===== config.mk =====
export PLATFORM = sky130hd
export DESIGN_NAME = gzip_member_header_parser
export DESIGN_NICKNAME = d
export VERILOG_FILES = /design/src/design/gzhp_pkg.sv /design/src/design/gzhp_in_reg.sv /design/src/design/gzhp_parser.sv /design/src/design/gzhp_out_reg.sv /design/src/design/gzip_member_header_parser.sv
export SDC_FILE = /design/constraint.sdc
export NUM_CORES = 1
export LEC_CHECK = 0
export BUFFER_PORTS_ARGS = -buffer_cell sky130_fd_sc_hd__clkbuf_2
export CORE_ASPECT_RATIO = 1.25
export CORE_MARGIN = 2
export CORE_UTILIZATION = 40
export CTS_BUF_LIST = sky130_fd_sc_hd__clkbuf_8 sky130_fd_sc_hd__clkbuf_16
export DETAILED_ROUTE_END_ITERATION = 7
export GPL_ROUTABILITY_DRIVEN = 1
export GPL_TIMING_DRIVEN = 0
export SLEW_MARGIN = 20
export SYNTH_ARGS = -nofsm -noshare
export SYNTH_HDL_FRONTEND = slang
export SYNTH_SLANG_ARGS = --single-unit

===== constraint.sdc =====
create_clock -name clk_i -period 19.1 [get_ports clk_i]
set_input_delay 3.82 -clock clk_i [delete_from_list [all_inputs] [get_ports clk_i]]
set_output_delay 3.82 -clock clk_i [all_outputs]
set_load 0.02 [all_outputs]

===== src/design/gzhp_pkg.sv =====
// ----------------------------------------------------------------------------
// gzhp_pkg
// Shared widths, constants and the result record for the gzip member
// header parser.
// ----------------------------------------------------------------------------
package gzhp_pkg;

  localparam int unsigned PosW = 25;
  localparam int unsigned SkipW = 16;

  // Largest member length counted; the position counter saturates here.
  localparam logic [PosW-1:0] MaxMemberBytes = 25'd16777216;

  localparam logic [7:0] Magic0 = 8'h1f;
  localparam logic [7:0] Magic1 = 8'h8b;
  localparam logic [7:0] MethodDeflate = 8'h08;

  localparam logic [PosW-1:0] MinMemberBytes = 25'd18;
  localparam logic [PosW-1:0] TrailerBytes = 25'd8;

  // Status codes of the summary.
  localparam logic [2:0] StOk = 3'd0;
  localparam logic [2:0] StShort = 3'd1;
  localparam logic [2:0] StBadMagic = 3'd2;
  localparam logic [2:0] StTrunc = 3'd3;
  localparam logic [2:0] StOversize = 3'd4;

  typedef struct packed {
    logic            kind;
    logic [7:0]      name_byte;
    logic [2:0]      status;
    logic [PosW-1:0] deflate_offset;
    logic [PosW-1:0] payload_size;
    logic            last;
  } result_t;

endpackage


===== src/design/gzhp_in_reg.sv =====
// ----------------------------------------------------------------------------
// gzhp_in_reg
// Input register: holds one accepted member byte until the parser takes it.
// ----------------------------------------------------------------------------
module gzhp_in_reg (
  input  logic       clk_i,
  input  logic       rst_ni,
  input  logic       in_valid_i,
  output logic       in_ready_o,
  input  logic [7:0] data_byte_i,
  input  logic       is_last_i,
  input  logic       advance_i,
  output logic       valid_o,
  output logic [7:0] data_byte_o,
  output logic       is_last_o
);

  logic       valid_q;
  logic [7:0] data_q;
  logic       last_q;
  logic       load;

  assign in_ready_o = !valid_q || advance_i;
  assign load       = in_valid_i && in_ready_o;

  always_ff @(posedge clk_i or negedge rst_ni) begin
    if (!rst_ni) begin
      valid_q <= 1'b0;
    end else if (load) begin
      valid_q <= 1'b1;
    end else if (advance_i) begin
      valid_q <= 1'b0;
    end
  end

  always_ff @(posedge clk_i) begin
    if (load) begin
      data_q <= data_byte_i;
      last_q <= is_last_i;
    end
  end

  assign valid_o     = valid_q;
  assign data_byte_o = data_q;
  assign is_last_o   = last_q;

endmodule


===== src/design/gzhp_parser.sv =====
// ----------------------------------------------------------------------------
// gzhp_parser
// Header phase tracking and summary computation, one byte per step.
// ----------------------------------------------------------------------------
module gzhp_parser (
  input  logic              clk_i,
  input  logic              rst_ni,
  input  logic              step_i,
  input  logic [7:0]        data_byte_i,
  input  logic              is_last_i,
  output logic              has_result_o,
  output gzhp_pkg::result_t result_o
);
  import gzhp_pkg::*;

  localparam logic [3:0] PhFixed   = 4'd0;
  localparam logic [3:0] PhXlo     = 4'd1;
  localparam logic [3:0] PhXhi     = 4'd2;
  localparam logic [3:0] PhXskip   = 4'd3;
  localparam logic [3:0] PhName    = 4'd4;
  localparam logic [3:0] PhComment = 4'd5;
  localparam logic [3:0] PhHcrc    = 4'd6;
  localparam logic [3:0] PhPayload = 4'd7;

  // Sections: 0 fixed, 1 extra, 2 name, 3 comment, 4 header CRC.
  localparam logic [2:0] SecFixed   = 3'd0;
  localparam logic [2:0] SecExtra   = 3'd1;
  localparam logic [2:0] SecName    = 3'd2;
  localparam logic [2:0] SecComment = 3'd3;
  localparam logic [2:0] SecHcrc    = 3'd4;

  // Flag bits as latched: bit0 FHCRC, bit1 FEXTRA, bit2 FNAME, bit3 FCOMMENT.
  function automatic logic [3:0] next_phase(input logic [2:0] done,
                                            input logic [3:0] flags);
    logic [3:0] ph;
    ph = PhPayload;
    if (done < SecExtra && flags[1]) begin
      ph = PhXlo;
    end else if (done < SecName && flags[2]) begin
      ph = PhName;
    end else if (done < SecComment && flags[3]) begin
      ph = PhComment;
    end else if (done < SecHcrc && flags[0]) begin
      ph = PhHcrc;
    end
    return ph;
  endfunction

  logic [PosW-1:0]  pos_q, pos_d, pos_inc;
  logic [3:0]       phase_q, phase_d;
  logic [3:0]       flags_q, flags_d;
  logic [SkipW-1:0] skip_q, skip_d, skip_dec;
  logic [7:0]       xlo_q, xlo_d;
  logic             bad_q, bad_d;
  logic [PosW-1:0]  pstart_q, pstart_d;
  logic             ovs_q, ovs_d;

  logic             call_next;
  logic [2:0]       done_sec;
  logic             emit_name;
  logic [PosW-1:0]  p;
  logic [PosW:0]    payload_end;
  logic             trunc;
  logic [2:0]       status;

  assign skip_dec = skip_q - {{(SkipW-1){1'b0}}, (skip_q != '0)};

  always_comb begin
    p         = pos_q;
    pos_d     = pos_q;
    phase_d   = phase_q;
    flags_d   = flags_q;
    skip_d    = skip_q;
    xlo_d     = xlo_q;
    bad_d     = bad_q;
    pstart_d  = pstart_q;
    ovs_d     = ovs_q || (p >= MaxMemberBytes);
    call_next = 1'b0;
    done_sec  = SecFixed;
    emit_name = 1'b0;

    unique case (phase_q)
      PhFixed: begin
        if (p == 25'd0 && data_byte_i != Magic0) bad_d = 1'b1;
        if (p == 25'd1 && data_byte_i != Magic1) bad_d = 1'b1;
        if (p == 25'd2 && data_byte_i != MethodDeflate) bad_d = 1'b1;
        if (p == 25'd3) flags_d = data_byte_i[4:1];
        if (p == 25'd9) begin
          call_next = 1'b1;
          done_sec  = SecFixed;
        end
      end
      PhXlo: begin
        xlo_d   = data_byte_i;
        phase_d = PhXhi;
      end
      PhXhi: begin
        skip_d = {data_byte_i, xlo_q};
        if ({data_byte_i, xlo_q} == '0) begin
          call_next = 1'b1;
          done_sec  = SecExtra;
        end else begin
          phase_d = PhXskip;
        end
      end
      PhXskip: begin
        skip_d = skip_dec;
        if (skip_dec == '0) begin
          call_next = 1'b1;
          done_sec  = SecExtra;
        end
      end
      PhName: begin
        if (data_byte_i == 8'd0) begin
          call_next = 1'b1;
          done_sec  = SecName;
        end else if (!bad_q && !is_last_i) begin
          emit_name = 1'b1;
        end
      end
      PhComment: begin
        if (data_byte_i == 8'd0) begin
          call_next = 1'b1;
          done_sec  = SecComment;
        end
      end
      PhHcrc: begin
        skip_d = skip_dec;
        if (skip_dec == '0) begin
          call_next = 1'b1;
          done_sec  = SecHcrc;
        end
      end
      default: begin
      end
    endcase

    if (call_next) begin
      phase_d = next_phase(done_sec, flags_d);
      if (phase_d == PhHcrc) skip_d = 16'd2;
      if (phase_d == PhPayload) pstart_d = p + 25'd1;
    end

    pos_inc = (p < MaxMemberBytes) ? p + 25'd1 : p;
    pos_d   = pos_inc;

    // The payload must leave room for the trailer after the header ends.
    payload_end = {1'b0, pstart_d} + {1'b0, TrailerBytes};
    trunc       = (phase_d != PhPayload) || (payload_end > {1'b0, pos_inc});

    if (pos_inc < MinMemberBytes) begin
      status = StShort;
    end else if (bad_d) begin
      status = StBadMagic;
    end else if (ovs_d) begin
      status = StOversize;
    end else if (trunc) begin
      status = StTrunc;
    end else begin
      status = StOk;
    end

    result_o = '0;
    if (is_last_i) begin
      result_o.kind   = 1'b1;
      result_o.status = status;
      result_o.last   = 1'b1;
      if (status == StOk) begin
        result_o.deflate_offset = pstart_d;
        result_o.payload_size   = pos_inc - pstart_d - TrailerBytes;
      end
    end else if (emit_name) begin
      result_o.name_byte = data_byte_i;
    end
    has_result_o = is_last_i || emit_name;

    // The final byte of a member returns everything to the reset state.
    if (is_last_i) begin
      pos_d    = '0;
      phase_d  = PhFixed;
      flags_d  = '0;
      skip_d   = '0;
      xlo_d    = '0;
      bad_d    = 1'b0;
      pstart_d = '0;
      ovs_d    = 1'b0;
    end
  end

  always_ff @(posedge clk_i or negedge rst_ni) begin
    if (!rst_ni) begin
      pos_q    <= '0;
      phase_q  <= PhFixed;
      flags_q  <= '0;
      skip_q   <= '0;
      xlo_q    <= '0;
      bad_q    <= 1'b0;
      pstart_q <= '0;
      ovs_q    <= 1'b0;
    end else if (step_i) begin
      pos_q    <= pos_d;
      phase_q  <= phase_d;
      flags_q  <= flags_d;
      skip_q   <= skip_d;
      xlo_q    <= xlo_d;
      bad_q    <= bad_d;
      pstart_q <= pstart_d;
      ovs_q    <= ovs_d;
    end
  end

endmodule


===== src/design/gzhp_out_reg.sv =====
// ----------------------------------------------------------------------------
// gzhp_out_reg
// Result register: holds one result until the consumer takes it.
// ----------------------------------------------------------------------------
module gzhp_out_reg (
  input  logic              clk_i,
  input  logic              rst_ni,
  input  logic              load_i,
  input  gzhp_pkg::result_t result_i,
  output logic              free_o,
  output logic              out_valid_o,
  input  logic              out_ready_i,
  output gzhp_pkg::result_t result_o
);
  import gzhp_pkg::*;

  logic    valid_q;
  result_t res_q;

  assign free_o = !valid_q || out_ready_i;

  always_ff @(posedge clk_i or negedge rst_ni) begin
    if (!rst_ni) begin
      valid_q <= 1'b0;
    end else if (load_i) begin
      valid_q <= 1'b1;
    end else if (out_ready_i) begin
      valid_q <= 1'b0;
    end
  end

  always_ff @(posedge clk_i) begin
    if (load_i) begin
      res_q <= result_i;
    end
  end

  assign out_valid_o = valid_q;
  assign result_o    = res_q;

endmodule


===== src/design/gzip_member_header_parser.sv =====
// ----------------------------------------------------------------------------
// gzip_member_header_parser
// Walks the header of one gzip member byte by byte, streams file-name bytes
// and reports status on the final byte, with payload offset and size if OK.
//
//   channel  direction  handshake               payload
//   in       input      in_valid_i/in_ready_o   data_byte_i, is_last_i
//   out      output     out_valid_o/out_ready_i kind_o, name_byte_o, status_o,
//                                               deflate_offset_o,
//                                               payload_size_o, last_o
//
// One byte is taken per cycle, except while a byte that makes a result is
// held back by a full result register. The byte is held in the input
// register, then the result waits in the result register until it is taken.
// Reset clears the valid flags and the parse state; the first byte after
// reset is taken as the first magic byte of a member.
// When the result register is full and not drained, a byte that makes a
// result waits in the input register; bytes that make no result still flow.
// ----------------------------------------------------------------------------
module gzip_member_header_parser (
  input  logic                      clk_i,
  input  logic                      rst_ni,
  input  logic                      in_valid_i,
  output logic                      in_ready_o,
  input  logic [7:0]                data_byte_i,
  input  logic                      is_last_i,
  output logic                      out_valid_o,
  input  logic                      out_ready_i,
  output logic                      kind_o,
  output logic [7:0]                name_byte_o,
  output logic [2:0]                status_o,
  output logic [gzhp_pkg::PosW-1:0] deflate_offset_o,
  output logic [gzhp_pkg::PosW-1:0] payload_size_o,
  output logic                      last_o
);
  import gzhp_pkg::*;

  logic       byte_valid;
  logic [7:0] byte_data;
  logic       byte_last;
  logic       advance;
  logic       has_result;
  logic       out_free;
  result_t    step_res;
  result_t    out_res;

  assign advance = byte_valid && (out_free || !has_result);

  gzhp_in_reg u_in_reg (
    .clk_i       (clk_i),
    .rst_ni      (rst_ni),
    .in_valid_i  (in_valid_i),
    .in_ready_o  (in_ready_o),
    .data_byte_i (data_byte_i),
    .is_last_i   (is_last_i),
    .advance_i   (advance),
    .valid_o     (byte_valid),
    .data_byte_o (byte_data),
    .is_last_o   (byte_last)
  );

  gzhp_parser u_parser (
    .clk_i        (clk_i),
    .rst_ni       (rst_ni),
    .step_i       (advance),
    .data_byte_i  (byte_data),
    .is_last_i    (byte_last),
    .has_result_o (has_result),
    .result_o     (step_res)
  );

  gzhp_out_reg u_out_reg (
    .clk_i       (clk_i),
    .rst_ni      (rst_ni),
    .load_i      (advance && has_result),
    .result_i    (step_res),
    .free_o      (out_free),
    .out_valid_o (out_valid_o),
    .out_ready_i (out_ready_i),
    .result_o    (out_res)
  );

  assign kind_o           = out_res.kind;
  assign name_byte_o      = out_res.name_byte;
  assign status_o         = out_res.status;
  assign deflate_offset_o = out_res.deflate_offset;
  assign payload_size_o   = out_res.payload_size;
  assign last_o           = out_res.last;

endmodule

==> out/results.tsv, run 1 <==
stage	metric	value	unit
outcome	outcome	complete, no violations	
sta	final clock period utilization by the worst path	48.8	%
final_layout	area of the multi-input gates	6230	um2
clock_network	Clock Latency Late Sink	0.44	ns
grt	Congestion Overflow GR	0	
setup_path	Crit Path Max Fanout	10	
job	max-capacitance violation count	0	
place	cell area after placement	12100	um2
final_layout	leading cell types in the layout, fill and taps excluded	136 x sky130_fd_sc_hd__nor2_1, 123 x sky130_fd_sc_hd__nand2_1, 96 x sky130_fd_sc_hd__o21ai_0, 86 x sky130_fd_sc_hd__inv_1, 86 x sky130_fd_sc_hd__dfrtp_1	
setup_path	worst setup path endpoint	u_out_reg.result_o[23]	
clock_network	Clock Pin Slew Worst Setup and Hold Paths	0.07	ns
floorplanning	die boundary width	153	um
synthesis	post-synthesis share of cell area spent on full adders, half adders and majority gates	8.71	%
setup_path	critical path start-end classification	reg -> reg	
drt	average routed wire per standard cell	18.8	um
sta	setup repair after global routing missed its margin	false	
setup_path	WP data arrival	9.58	ns
sta	post-layout min period	9.32	ns
sta	Hold Vio Cnt, Final	0	
sta	upper clock frequency limit	107	MHz
final_layout	Area growth syn-to-layout	14.1	%
clock_network	number of levels in the clock H-tree	4	
clock_network	CTS Root Cell	sky130_fd_sc_hd__clkbuf_16	
hold_path	class of the most critical hold timing path	reg -> reg	
final_layout	register area	4280	um2
drt	average via count per standard cell	5.56	
sta	worst clock skew on the final layout	0.0111	ns
setup_path	data required time at the worst endpoint	19.36	ns
final_layout	fraction of the core area covered by cells at the end of the flow	46.3	%
synthesis	primary flip-flop cell chosen by synthesis mapping	sky130_fd_sc_hd__dfrtp_1	
place	placed cells	1700	
drt	Initial DRC Count	519	
grt	number of antenna violations at the first check in global routing	0	
final_layout	share of cells above drive strength 1	11.4	%
floorplanning	DIE AREA	29200	um2
sta	slack of the critical path	9.78	ns
floorplanning	core area	27500	um2
drt	total DRC errors in the routed layout	0	
clock_network	count of cells resized by post-cts repair	0	
final_layout	most common cell after layout, fill and taps aside	sky130_fd_sc_hd__nor2_1	
clock_network	number of buffers inserted by hold repair at cts	0	
grt	aggregate global-route resource usage	22.3	%
grt	largest net degree at the start of global routing	87	
setup_path	kind of capture point of the worst setup path	flop	
drt	DR pass1 iterations	5	
synthesis	share of async-settable or async-resettable flops after synthesis	54.8	%
final_layout	final std cells w/o fill	1732	
setup_path	sort of element at the start of the critical path	flop	
place	Setup WS pre-CTS	9.87	ns
floorplanning	Die Y	191	um
setup_path	max incr delay on CP	0.63	ns
setup_path	CP dominant cell by count	sky130_fd_sc_hd__a21o_1	
synthesis	post-synthesis cell type count	77	
setup_path	startpoint of the worst-slack reg-to-reg timing path	u_parser.skip_q[5]	
synthesis	synthesized net count	1360	
power	worst vdd rail ir drop	50.3	uV
clock_network	Post-CTS Setup Repair Bufs	0	
place	last weighted congestion value of the routability-driven placer	0.902	
sta	worst slew slack as a fraction of its limit	40.4	%
setup_path	logic depth of the worst register-to-register path	33	
sta	number of setup violations in the final report	0	
setup_path	Reg-to-Reg End	u_out_reg.result_o[23]	
power	pwr dens	70.7	nW/um2
synthesis	count of warnings emitted by yosys	0	
synthesis	share of synthesized area spent on multiplexers	1.04	%
drt	overall via count from detail_route	9634	
synthesis	sequential cell area fraction in the yosys report	38.5	%
synthesis	xor/xnor share of the synthesized area	7.39	%
synthesis	synthesized area per cell	8.77	um2
power	standby leakage power	0.00555	uW
synthesis	cell count after synthesis	1270	
synthesis	main combinational cell family by area after synthesis	simple AND/OR/NAND/NOR gates	
synthesis	cell area after technology mapping	11100	um2
grt	first-pass GRT wire length	51300	um
floorplanning	number of rows created at floorplan	68	
floorplanning	I/O pin total	78	
setup_path	Slowest-stage cell, CP	sky130_fd_sc_hd__nor3_1	
grt	number of global-route vias before repair	9467	
clock_network	clock tree from TritonCTS	done	
synthesis	area share of and/or/nand/nor cells after synthesis	21.9	%
sta	summed negative setup slack over all endpoints	0	ns
synthesis	number of synthesized flops with an enable pin	71	
final_layout	count of nets after finishing	1459	
clock_network	Max Root-Sink Buffers	2	
final_layout	total inserted antenna cells	0	
place	Post-DP HPWL	24500	um
place	number of I/O port buffers	77	
sta	Max Slew Vio Count	0	
floorplanning	starting utilization of the core area	40.5	%
drt	number of routed nets with antenna violations	0	
synthesis	post-synthesis compound-gate area fraction	16.7	%
setup_path	r2r setup slk	9.78	ns
synthesis	register bit count reported by yosys	157	
final_layout	fillcell total	2692	
setup_path	launching element of the worst setup path	u_parser.skip_q[5]	
clock_network	sink count of the clock tree	157	
sta	pin slew with the least headroom to its limit	0.888	ns
drt	total wire length after detailed routing	32600	um
clock_network	total clock buffers created by CTS	17	
final_layout	final std cell area, no fill	12700	um2
## stage by stage
| stage | hold slack [ns] | power, uW |
|---|---|---|
| after floorplan | 0.424 | 477 |
| after global placement | 0.440 | 518 |
| after detailed placement | 0.451 | 520 |
| after CTS | 0.467 | 904 |
| after global routing | 0.476 | 935 |
| final | 0.461 | 899 |
## how the worst min path moves through the flow
stage | slack [ns] | endpoint | depth (start not counted) | start
floorplan | 0.42 | u_out_reg.result_o[62] | 0 | u_in_reg.is_last_o
global placement | 0.44 | u_out_reg.result_o[62] | 0 | u_in_reg.is_last_o
detailed placement | 0.45 | u_out_reg.result_o[62] | 0 | u_in_reg.is_last_o
CTS | 0.47 | u_out_reg.result_o[62] | 0 | u_in_reg.is_last_o
global route | 0.48 | u_out_reg.result_o[62] | 0 | u_in_reg.is_last_o
finish | 0.46 | u_out_reg.result_o[62] | 0 | u_in_reg.is_last_o
## critical path, delay by kind of cell (launching register included)
| family | cells | cell delay (ns) |
|---|---|---|
| buffers and inverters | 5 | 1.00 |
| XOR/XNOR | 1 | 0.15 |
| flip-flops | 1 | 0.36 |
| adder cells (fa/ha/maj) | 3 | 0.77 |
| AND/OR/NAND/NOR | 10 | 3.45 |
| AO/OA/AOI/OAI | 13 | 3.01 |
| multiplexers | 1 | 0.37 |
## cells by family after synthesis
group | after synthesis
mux | 11
compound gates | 293
xor+xnor | 94
fa+ha+maj | 77
simple gates | 484
buf+inv | 154
flops | 157
## routing by layer
| metal | up-vias | routed length, um | global-route usage [%] |
|---|---|---|---|
| li1 | 4696 | - | - |
| met1 | 4630 | 13800 | 26.9 |
| met2 | 246 | 16500 | 40.2 |
| met3 | 62 | 1110 | 2.84 |
| met4 | 0 | 1060 | 8.87 |
| met5 | - | 0 | 0 |
## final cells by class
| class | count | area share, % |
|---|---|---|
| flip-flops and latches | 157 | 33.7 |
| multi-input cells | 959 | 49.0 |
| plain buffers | 69 | 2.54 |
| inverters | 85 | 2.51 |
| well taps | 350 | 3.44 |
| repair buffers | 80 | 3.63 |
| clock buffers | 18 | 3.45 |
| clock inverters | 14 | 1.70 |
## Yosys cell counts, drive strengths merged (11+ instances only)
cell / instances / area share [%]
nor2: 137 / 4.6
nand2: 123 / 4.1
o21ai: 99 / 4.4
dfrtp: 86 / 19
inv: 85 / 2.9
ha: 76 / 8.5
edfxtp: 71 / 19
a21oi: 65 / 2.9
xnor2: 59 / 4.6
clkbuf: 51 / 1.7
nor3: 46 / 2.2
xor2: 35 / 2.8
nand3: 30 / 1.4
a21o: 22 / 1.5
nor4: 20 / 1.2
buf: 18 / 1.2
nand4: 18 / 1.0
o31ai: 18 / 1.2
and2: 17 / 0.95
nand2b: 17 / 0.95
a22o: 12 / 0.94
or3: 11 / 0.62
## power breakdown
part	internal (uW)	total [uW]	switching [uW]
clock	236	385	149
combinational	52.7	143	90.1
sequential	363	371	7.62
total	652	899	247
## sequential cells by signal, indices dropped and copies added, names as in the netlist, 4 cells and up
register	flops
u_parser.p	25
u_parser.skip_q	16
u_in_reg.data_byte_o	8
u_parser.phase_q	4
u_parser.pstart_q	25
u_parser.xlo_q	8
u_out_reg.result_o	62
u_parser.flags_q	4
No activity file was read; power rests on OpenSTA's default activity.
==> inputs of run 2 (changes only) <==
- clock period: 19.1 -> 9.72 ns (I/O delays scaled with it)
==> run 2 against run 1 <==
Compared with the run above:
- die area unchanged
- clock power rose by 96%
- core utilization grew 0.087 points
- design area increased by 0.19%
- critical endpoint unchanged
- largest power group unchanged
- final cell count did not move
- routed wire length hardly changed
- fmax rose by 4.6%
==> out/results.tsv, run 2 (same netlist as run 1, synthesis figures left out) <==
stage	metric	value	unit	change
place	Setup WS pre-CTS	0.491	ns	was 9.87 ns
sta	worst slew slack as a fraction of its limit	39.7	%	was 40.4%
final_layout	share of cells above drive strength 1	11.7	%	was 11.4%
place	last weighted congestion value of the routability-driven placer	0.902		unchanged
drt	metal2 WL	16600	um	was 16500 um
outcome	outcome	complete, no violations		unchanged
job	max-capacitance violation count	0		unchanged
floorplanning	die boundary width	153	um	unchanged
sta	setup repair after global routing missed its margin	false		unchanged
final_layout	total inserted antenna cells	0		unchanged
clock_network	number of levels in the clock H-tree	4		unchanged
final_layout	max FFs per register	62		unchanged
clock_network	total clock buffers created by CTS	17		unchanged
final_layout	Area growth syn-to-layout	14.3	%	was 14.1%
clock_network	clock tree from TritonCTS	done		unchanged
sta	slack of the critical path	0.802	ns	was 9.78 ns
setup_path	max incr delay on CP	0.57	ns	was 0.63 ns
drt	Initial DRC Count	568		was 519
setup_path	Slowest-stage cell, CP	sky130_fd_sc_hd__a2111oi_0		was sky130_fd_sc_hd__nor3_1
power	worst vdd rail ir drop	98.7	uV	was 50.3 uV
sta	pin slew with the least headroom to its limit	0.898	ns	was 0.888 ns
drt	total DRC errors in the routed layout	0		unchanged
sta	Hold Vio Cnt, Final	0		unchanged
floorplanning	starting utilization of the core area	40.5	%	unchanged
grt	aggregate global-route resource usage	22.3	%	unchanged
grt	number of antenna violations at the first check in global routing	0		unchanged
clock_network	Clock Pin Slew Worst Setup and Hold Paths	0.07	ns	about the same
drt	overall via count from detail_route	9626		was 9634
hold_path	min-delay src	u_in_reg.is_last_o		unchanged
sta	upper clock frequency limit	112	MHz	was 107 MHz
setup_path	WP data arrival	9.17	ns	was 9.58 ns
setup_path	kind of capture point of the worst setup path	flop		unchanged
drt	number of routed nets with antenna violations	0		unchanged
setup_path	Crit Path Max Fanout	10		unchanged
hold_path	class of the most critical hold timing path	reg -> reg		unchanged
final_layout	fraction of the core area covered by cells at the end of the flow	46.4	%	was 46.3%
floorplanning	number of rows created at floorplan	68		unchanged
sta	Max Slew Vio Count	0		unchanged
drt	total wire length after detailed routing	32600	um	about the same
grt	number of global-route vias before repair	9467		unchanged
power	power consumption	1770	uW	was 899 uW
setup_path	launching element of the worst setup path	u_parser.skip_q[5]		unchanged
clock_network	Clock Latency Late Sink	0.44	ns	about the same
place	Post-DP HPWL	24500	um	unchanged
setup_path	CP dominant cell by count	sky130_fd_sc_hd__a21o_1		unchanged
drt	met3 routed WL	1260	um	was 1110 um
drt	average via count per standard cell	5.56		about the same
floorplanning	core area	27500	um2	unchanged
final_layout	leading cell types in the layout, fill and taps excluded	136 x sky130_fd_sc_hd__nor2_1, 123 x sky130_fd_sc_hd__nand2_1, 96 x sky130_fd_sc_hd__o21ai_0, 86 x sky130_fd_sc_hd__inv_1, 86 x sky130_fd_sc_hd__dfrtp_1		unchanged
drt	met1 layer wirelength in the final routing	13600	um	was 13800 um
sta	post-layout min period	8.92	ns	was 9.32 ns
place	number of I/O port buffers	77		unchanged
clock_network	sink count of the clock tree	157		unchanged
setup_path	sort of element at the start of the critical path	flop		unchanged
clock_network	Max Root-Sink Buffers	2		unchanged
sta	final clock period utilization by the worst path	91.7	%	was 48.8%
floorplanning	Die Y	191	um	unchanged
sta	worst clock skew on the final layout	0.0113	ns	was 0.0111 ns
sta	hold slack final	0.462	ns	was 0.461 ns
floorplanning	I/O pin total	78		unchanged
final_layout	fillcell total	2691		was 2692
grt	first-pass GRT wire length	51300	um	unchanged
grt	Congestion Overflow GR	0		unchanged
sta	summed negative setup slack over all endpoints	0	ns	unchanged
final_layout	count of nets after finishing	1459		unchanged
setup_path	data required time at the worst endpoint	9.98	ns	was 19.36 ns
setup_path	critical path start-end classification	reg -> reg		unchanged
grt	largest net degree at the start of global routing	87		unchanged
setup_path	startpoint of the worst-slack reg-to-reg timing path	u_parser.skip_q[5]		unchanged
sta	number of setup violations in the final report	0		unchanged
drt	top routing layer in use	met4		unchanged
final_layout	most common cell after layout, fill and taps aside	sky130_fd_sc_hd__nor2_1		unchanged
power	pwr dens	139	nW/um2	was 70.7 nW/um2
clock_network	CTS Root Cell	sky130_fd_sc_hd__clkbuf_16		unchanged
floorplanning	DIE AREA	29200	um2	unchanged
drt	average routed wire per standard cell	18.8	um	about the same
power	standby leakage power	0.00555	uW	about the same
drt	DR pass1 iterations	5		unchanged
run 2: through the flow:
step | area (um2) | std cells
after floorplan | 11100 | 1270
after global placement | 12000 | 1697
after detailed placement | 12100 | 1700
after CTS | 12700 | 1732
after global routing | 12700 | 1732
final | 12700 | 1732
run 2: final cells by class:
cell class | instances | area (um2) | share of cell area [%]
clock buffers | 18 | 439 | 3.45
clock inverters | 14 | 216 | 1.70
inverters | 85 | 319 | 2.50
plain buffers | 69 | 324 | 2.54
repair buffers | 80 | 462 | 3.62
well taps | 350 | 438 | 3.44
multi-input cells | 959 | 6260 | 49.1
flip-flops and latches | 157 | 4280 | 33.6
run 2: what timing repair did:
action	4_1_cts	5_1_grt
hold endpoints to repair	0	0
setup buffers	0	0
resized for setup	0	6
setup endpoints to repair	0	44
hold buffers	0	0
run 2: path summary, 6_finish.rpt:
| path | end | slack [ns] | cells after the start |
|---|---|---|---|
| max reg2reg | u_out_reg.result_o[23] | 0.80 | 32 |
| max in group asynchronous | u_parser.p[2] | 7.78 | 2 |
| min | u_out_reg.result_o[62] | 0.46 | 0 |
| min in group asynchronous | u_parser.pstart_q[18] | 1.53 | 2 |
| max | u_out_reg.result_o[23] | 0.80 | 32 |
| min reg2reg | u_out_reg.result_o[62] | 0.46 | 0 |
run 2: metal layers:
metal	vias to the layer above	global-route usage, %
li1	4696	-
met1	4625	26.9
met2	246	40.2
met3	59	2.84
met4	0	8.87
met5	-	0
run 2: power by group:
part	total, uW	internal, uW	switching (uW)
Clock	755	464	292
Combinational	282	104	177
Sequential	729	714	14.8
Total	1770	1280	484
run 2: critical path: cells and delay by family (launching register included):
kind	cells	cell delay [ns]
AND/OR/NAND/NOR	10	3.20
AO/OA/AOI/OAI	13	3.08
buffers and inverters	4	0.82
adder cells (fa/ha/maj)	3	0.77
flip-flops	1	0.36
multiplexers	1	0.33
XOR/XNOR	1	0.15
==> inputs of run 3 (changes only) <==
- SYNTH_HIERARCHICAL: default -> 1
==> run 3 against run 2 <==
Compared with the run above:
- global-route usage grew 1.1 points
- sequential power increased by 8.2%
- design area increased by 2.1%
- core utilization decreased by 0.56 points
- critical endpoint is now u_out_reg/result_o[41]
- clock power decreased by 5.0%
- total power grew 27%
- register-to-register slack got worse by 0.31 ns
- via count up 4.4%
==> out/results.tsv, run 3 <==
stage	metric	value	unit	change
outcome	outcome	complete, no violations		unchanged
sta	slack of the critical path	0.492	ns	was 0.802 ns
synthesis	synthesized area per cell	8.88	um2	was 8.77 um2
clock_network	Clock Latency Late Sink	0.44	ns	about the same
clock_network	number of levels in the clock H-tree	4		unchanged
floorplanning	I/O pin total	78		unchanged
synthesis	number of synthesized flops with an enable pin	72		was 71
place	cell area after placement	12400	um2	was 12100 um2
power	worst vdd rail ir drop	109	uV	was 98.7 uV
setup_path	Slowest-stage cell, CP	sky130_fd_sc_hd__or4_4		was sky130_fd_sc_hd__a2111oi_0
floorplanning	number of rows created at floorplan	69		was 68
synthesis	post-synthesis cell type count	88		was 77
synthesis	Yosys top cell by area	sky130_fd_sc_hd__edfxtp_1		was sky130_fd_sc_hd__dfrtp_1
synthesis	cell area after technology mapping	11500	um2	was 11100 um2
final_layout	max FFs per register	63		was 62
power	part of the power in registers	35.2	%	was 41.3%
grt	largest net degree at the start of global routing	65		was 87
place	placed cells	1728		was 1700
sta	post-layout min period	9.23	ns	was 8.92 ns
sta	worst clock skew on the final layout	0.00925	ns	was 0.0113 ns
clock_network	clock tree from TritonCTS	done		unchanged
setup_path	max incr delay on CP	0.62	ns	was 0.57 ns
power	switch share	35.3	%	was 27.4%
drt	Initial DRC Count	586		was 568
grt	number of global-route vias before repair	9889		was 9467
drt	total wire length after detailed routing	34600	um	was 32600 um
setup_path	data required time at the worst endpoint	10.02	ns	was 9.98 ns
grt	number of antenna violations at the first check in global routing	1		was 0
power	pwr dens	172	nW/um2	was 139 nW/um2
grt	Congestion Overflow GR	0		unchanged
sta	final clock period utilization by the worst path	94.9	%	was 91.7%
final_layout	most common cell after layout, fill and taps aside	sky130_fd_sc_hd__inv_1		was sky130_fd_sc_hd__nor2_1
grt	first-pass GRT wire length	54500	um	was 51300 um
synthesis	synthesized net count	1387		was 1360
grt	aggregate global-route resource usage	23.4	%	was 22.3%
sta	Hold Vio Cnt, Final	0		unchanged
setup_path	WP data arrival	9.53	ns	was 9.17 ns
sta	summed negative setup slack over all endpoints	0	ns	unchanged
sta	setup repair after global routing missed its margin	false		unchanged
place	number of I/O port buffers	77		unchanged
setup_path	kind of capture point of the worst setup path	flop		unchanged
synthesis	cell count after synthesis	1295		was 1270
sta	pin slew with the least headroom to its limit	1.08	ns	was 0.898 ns
synthesis	library cell with the highest instance count after synthesis	sky130_fd_sc_hd__inv_1		was sky130_fd_sc_hd__nor2_1
hold_path	class of the most critical hold timing path	reg -> reg		unchanged
power	Pint	1450	uW	was 1280 uW
synthesis	post-synth top area share	18.8	%	was 19.3%
final_layout	count of nets after finishing	1484		was 1459
floorplanning	core area	28400	um2	was 27500 um2
final_layout	fraction of the core area covered by cells at the end of the flow	45.8	%	was 46.4%
place	last weighted congestion value of the routability-driven placer	0.933		was 0.902
synthesis	sequential cell area fraction in the yosys report	37.5	%	was 38.5%
clock_network	total clock buffers created by CTS	17		unchanged
setup_path	critical path start-end classification	reg -> reg		unchanged
floorplanning	die boundary width	156	um	was 153 um
place	Setup WS pre-CTS	0.483	ns	was 0.491 ns
power	Comb pwr share	32.8	%	was 15.9%
hold_path	min-delay src	u_parser/pstart_q[0]		was u_in_reg.is_last_o
drt	average via count per standard cell	5.71		was 5.56
final_layout	leading cell types in the layout, fill and taps excluded	118 x sky130_fd_sc_hd__inv_1, 106 x sky130_fd_sc_hd__nor2_1, 93 x sky130_fd_sc_hd__nand2_1, 86 x sky130_fd_sc_hd__dfrtp_1, 78 x sky130_fd_sc_hd__ha_1		was 136 x sky130_fd_sc_hd__nor2_1, 123 x sky130_fd_sc_hd__nand2_1, 96 x sky130_fd_sc_hd__o21ai_0, 86 x sky130_fd_sc_hd__inv_1, 86 x sky130_fd_sc_hd__dfrtp_1
setup_path	Crit Path Max Fanout	10		unchanged
hold_path	worst min-delay path endpoint	u_parser/pstart_q[0]		was u_out_reg.result_o[62]
floorplanning	DIE AREA	30100	um2	was 29200 um2
drt	number of routed nets with antenna violations	0		unchanged
final_layout	final std cell area, no fill	13000	um2	was 12700 um2
setup_path	startpoint of the worst-slack reg-to-reg timing path	u_parser/skip_q[5]		was u_parser.skip_q[5]
sta	upper clock frequency limit	108	MHz	was 112 MHz
clock_network	sink count of the clock tree	158		was 157
clock_network	Clock Pin Slew Worst Setup and Hold Paths	0.07	ns	about the same
final_layout	final std cells w/o fill	1761		was 1732
synthesis	primary flip-flop cell chosen by synthesis mapping	sky130_fd_sc_hd__dfrtp_1		unchanged
setup_path	CP dominant cell by count	sky130_fd_sc_hd__ha_1		was sky130_fd_sc_hd__a21o_1
final_layout	Area growth syn-to-layout	13.1	%	was 14.3%
sta	worst slew slack as a fraction of its limit	27.2	%	was 39.7%
synthesis	share of async-settable or async-resettable flops after synthesis	54.4	%	was 54.8%
power	power spent charging and discharging nets	791	uW	was 484 uW
sta	Max Slew Vio Count	0		unchanged
setup_path	sort of element at the start of the critical path	flop		unchanged
synthesis	register bit count reported by yosys	158		was 157
clock_network	Max Root-Sink Buffers	2		unchanged
drt	overall via count from detail_route	10051		was 9626
drt	average routed wire per standard cell	19.7	um	was 18.8 um
clock_network	CTS Root Cell	sky130_fd_sc_hd__clkbuf_16		unchanged
synthesis	commonest cells in the netlist	118 x sky130_fd_sc_hd__inv_1, 106 x sky130_fd_sc_hd__nor2_1, 93 x sky130_fd_sc_hd__nand2_1, 86 x sky130_fd_sc_hd__dfrtp_1, 78 x sky130_fd_sc_hd__ha_1		was 137 x sky130_fd_sc_hd__nor2_1, 123 x sky130_fd_sc_hd__nand2_1, 96 x sky130_fd_sc_hd__o21ai_0, 86 x sky130_fd_sc_hd__dfrtp_1, 85 x sky130_fd_sc_hd__inv_1
drt	total DRC errors in the routed layout	0		unchanged
power	standby leakage power	0.00550	uW	was 0.00555 uW
setup_path	logic depth of the worst register-to-register path	32		unchanged
floorplanning	Die Y	194	um	was 191 um
floorplanning	starting utilization of the core area	40.5	%	about the same
sta	number of setup violations in the final report	0		unchanged
clock_network	Post-CTS Setup Repair Bufs	0		unchanged
job	max-capacitance violation count	0		unchanged
synthesis	Synth area leaders	sky130_fd_sc_hd__edfxtp_1 19%, sky130_fd_sc_hd__dfrtp_1 19%, sky130_fd_sc_hd__ha_1 8.5%, sky130_fd_sc_hd__xnor2_1 4.7%, sky130_fd_sc_hd__inv_1 3.9%		was sky130_fd_sc_hd__dfrtp_1 19%, sky130_fd_sc_hd__edfxtp_1 19%, sky130_fd_sc_hd__ha_1 8.5%, sky130_fd_sc_hd__xnor2_1 4.6%, sky130_fd_sc_hd__nor2_1 4.6%
setup_path	r2r setup slk	0.49	ns	was 0.80 ns
place	Post-DP HPWL	27200	um	was 24500 um
drt	DR pass1 iterations	5		unchanged
setup_path	Reg-to-Reg End	u_out_reg/result_o[41]		was u_out_reg.result_o[23]
power	proportion of power drawn by the clock network	32.0	%	was 42.8%
final_layout	share of cells above drive strength 1	13.8	%	was 11.7%
synthesis	count of warnings emitted by yosys	6		was 0
hold_path	depth of the worst hold-timing path	1		was 0
-- run 3: changes by cell type after synthesis, sizes merged, moves of 10 or more --
| cell | previous run | this run |
|---|---|---|
| clkbuf | 51 | 36 |
| buf | 18 | 32 |
| nand3 | 30 | 40 |
| o31ai | 18 | 8 |
| o21ai | 99 | 76 |
| o2bb2ai | 0 | 31 |
| a22o | 12 | 1 |
| nand2 | 123 | 93 |
| inv | 85 | 118 |
| a21oi | 65 | 48 |
| o22ai | 5 | 41 |
| nor2 | 137 | 117 |
-- run 3: layout make-up --
type,instances,area [um2]
diodes,1,2.50
plain buffers,68,315
clock buffers,18,439
clock inverters,14,179
fillers,2776,15400
inverters,119,447
multi-input cells,950,6450
flip-flops and latches,158,4310
well taps,355,444
repair buffers,78,422
-- run 3: cells by family after synthesis --
family,share of synthesized area [%]
XOR/XNOR,6.97
buffers and inverters,6.62
AO/OA/AOI/OAI,17.0
AND/OR/NAND/NOR,21.8
multiplexers,1.40
flip-flops,37.5
adder cells (fa/ha/maj),8.66
-- run 3: metrics by stage --
step                      hold slack (ns)  power, uW
after floorplan                     0.451       1320
after global placement              0.471       1510
after detailed placement            0.477       1520
after CTS                           0.493       2250
after global routing                0.511       2370
final                               0.496       2240
-- run 3: what timing repair did --
item | in CTS | in global routing
endpoints found under the setup margin | 0 | 40
hold buffers | 0 | 0
gates resized for setup | 0 | 1
-- run 3: per-layer routing --
layer / vias to the layer above / wire, um / track usage [%]
met4: 0 / 1790 / 12.4
li1: 4850 / - / -
met2: 328 / 17600 / 41.5
met5: - / 0 / 0
met1: 4792 / 13700 / 26.9
met3: 81 / 1500 / 3.72
-- run 3: critical path: cells and delay by family, from the launching register on --
family                     cells  cell delay (ns)
and+or+nand+nor               11             3.15
AOI/OAI and AO/OA              7             1.90
buffers and inverters          8             1.77
adders and majority gates      4             1.25
DFF                            1             0.45
muxes                          1             0.38
xor gates and xnor gates       1             0.16
-- run 3: worst max-delay path by stage --
| stage | start | end | slack (ns) | cells past startpoint |
|---|---|---|---|---|
| after global placement | u_parser/skip_q[5] | u_out_reg/result_o[46] | 0.22 | 32 |
| after floorplan | u_parser/skip_q[5] | u_out_reg/result_o[46] | 2.38 | 32 |
| after CTS | u_parser/skip_q[5] | u_out_reg/result_o[41] | 0.45 | 32 |
| after detailed placement | u_parser/skip_q[5] | u_out_reg/result_o[41] | 0.48 | 32 |
| after global routing | u_parser/skip_q[5] | u_out_reg/result_o[23] | 0.11 | 31 |
| final | u_parser/skip_q[5] | u_out_reg/result_o[41] | 0.49 | 32 |
-- run 3: power by group through the flow --
stage          Sequential, uW  Clock, uW  Combinational [uW]
2_1_floorplan             811          0                 513
3_3_place_gp              802          0                 710
3_5_place_dp              802          0                 721
4_1_cts                   789        735                 726
5_1_grt                   794        760                 816
6_report                  789        717                 734
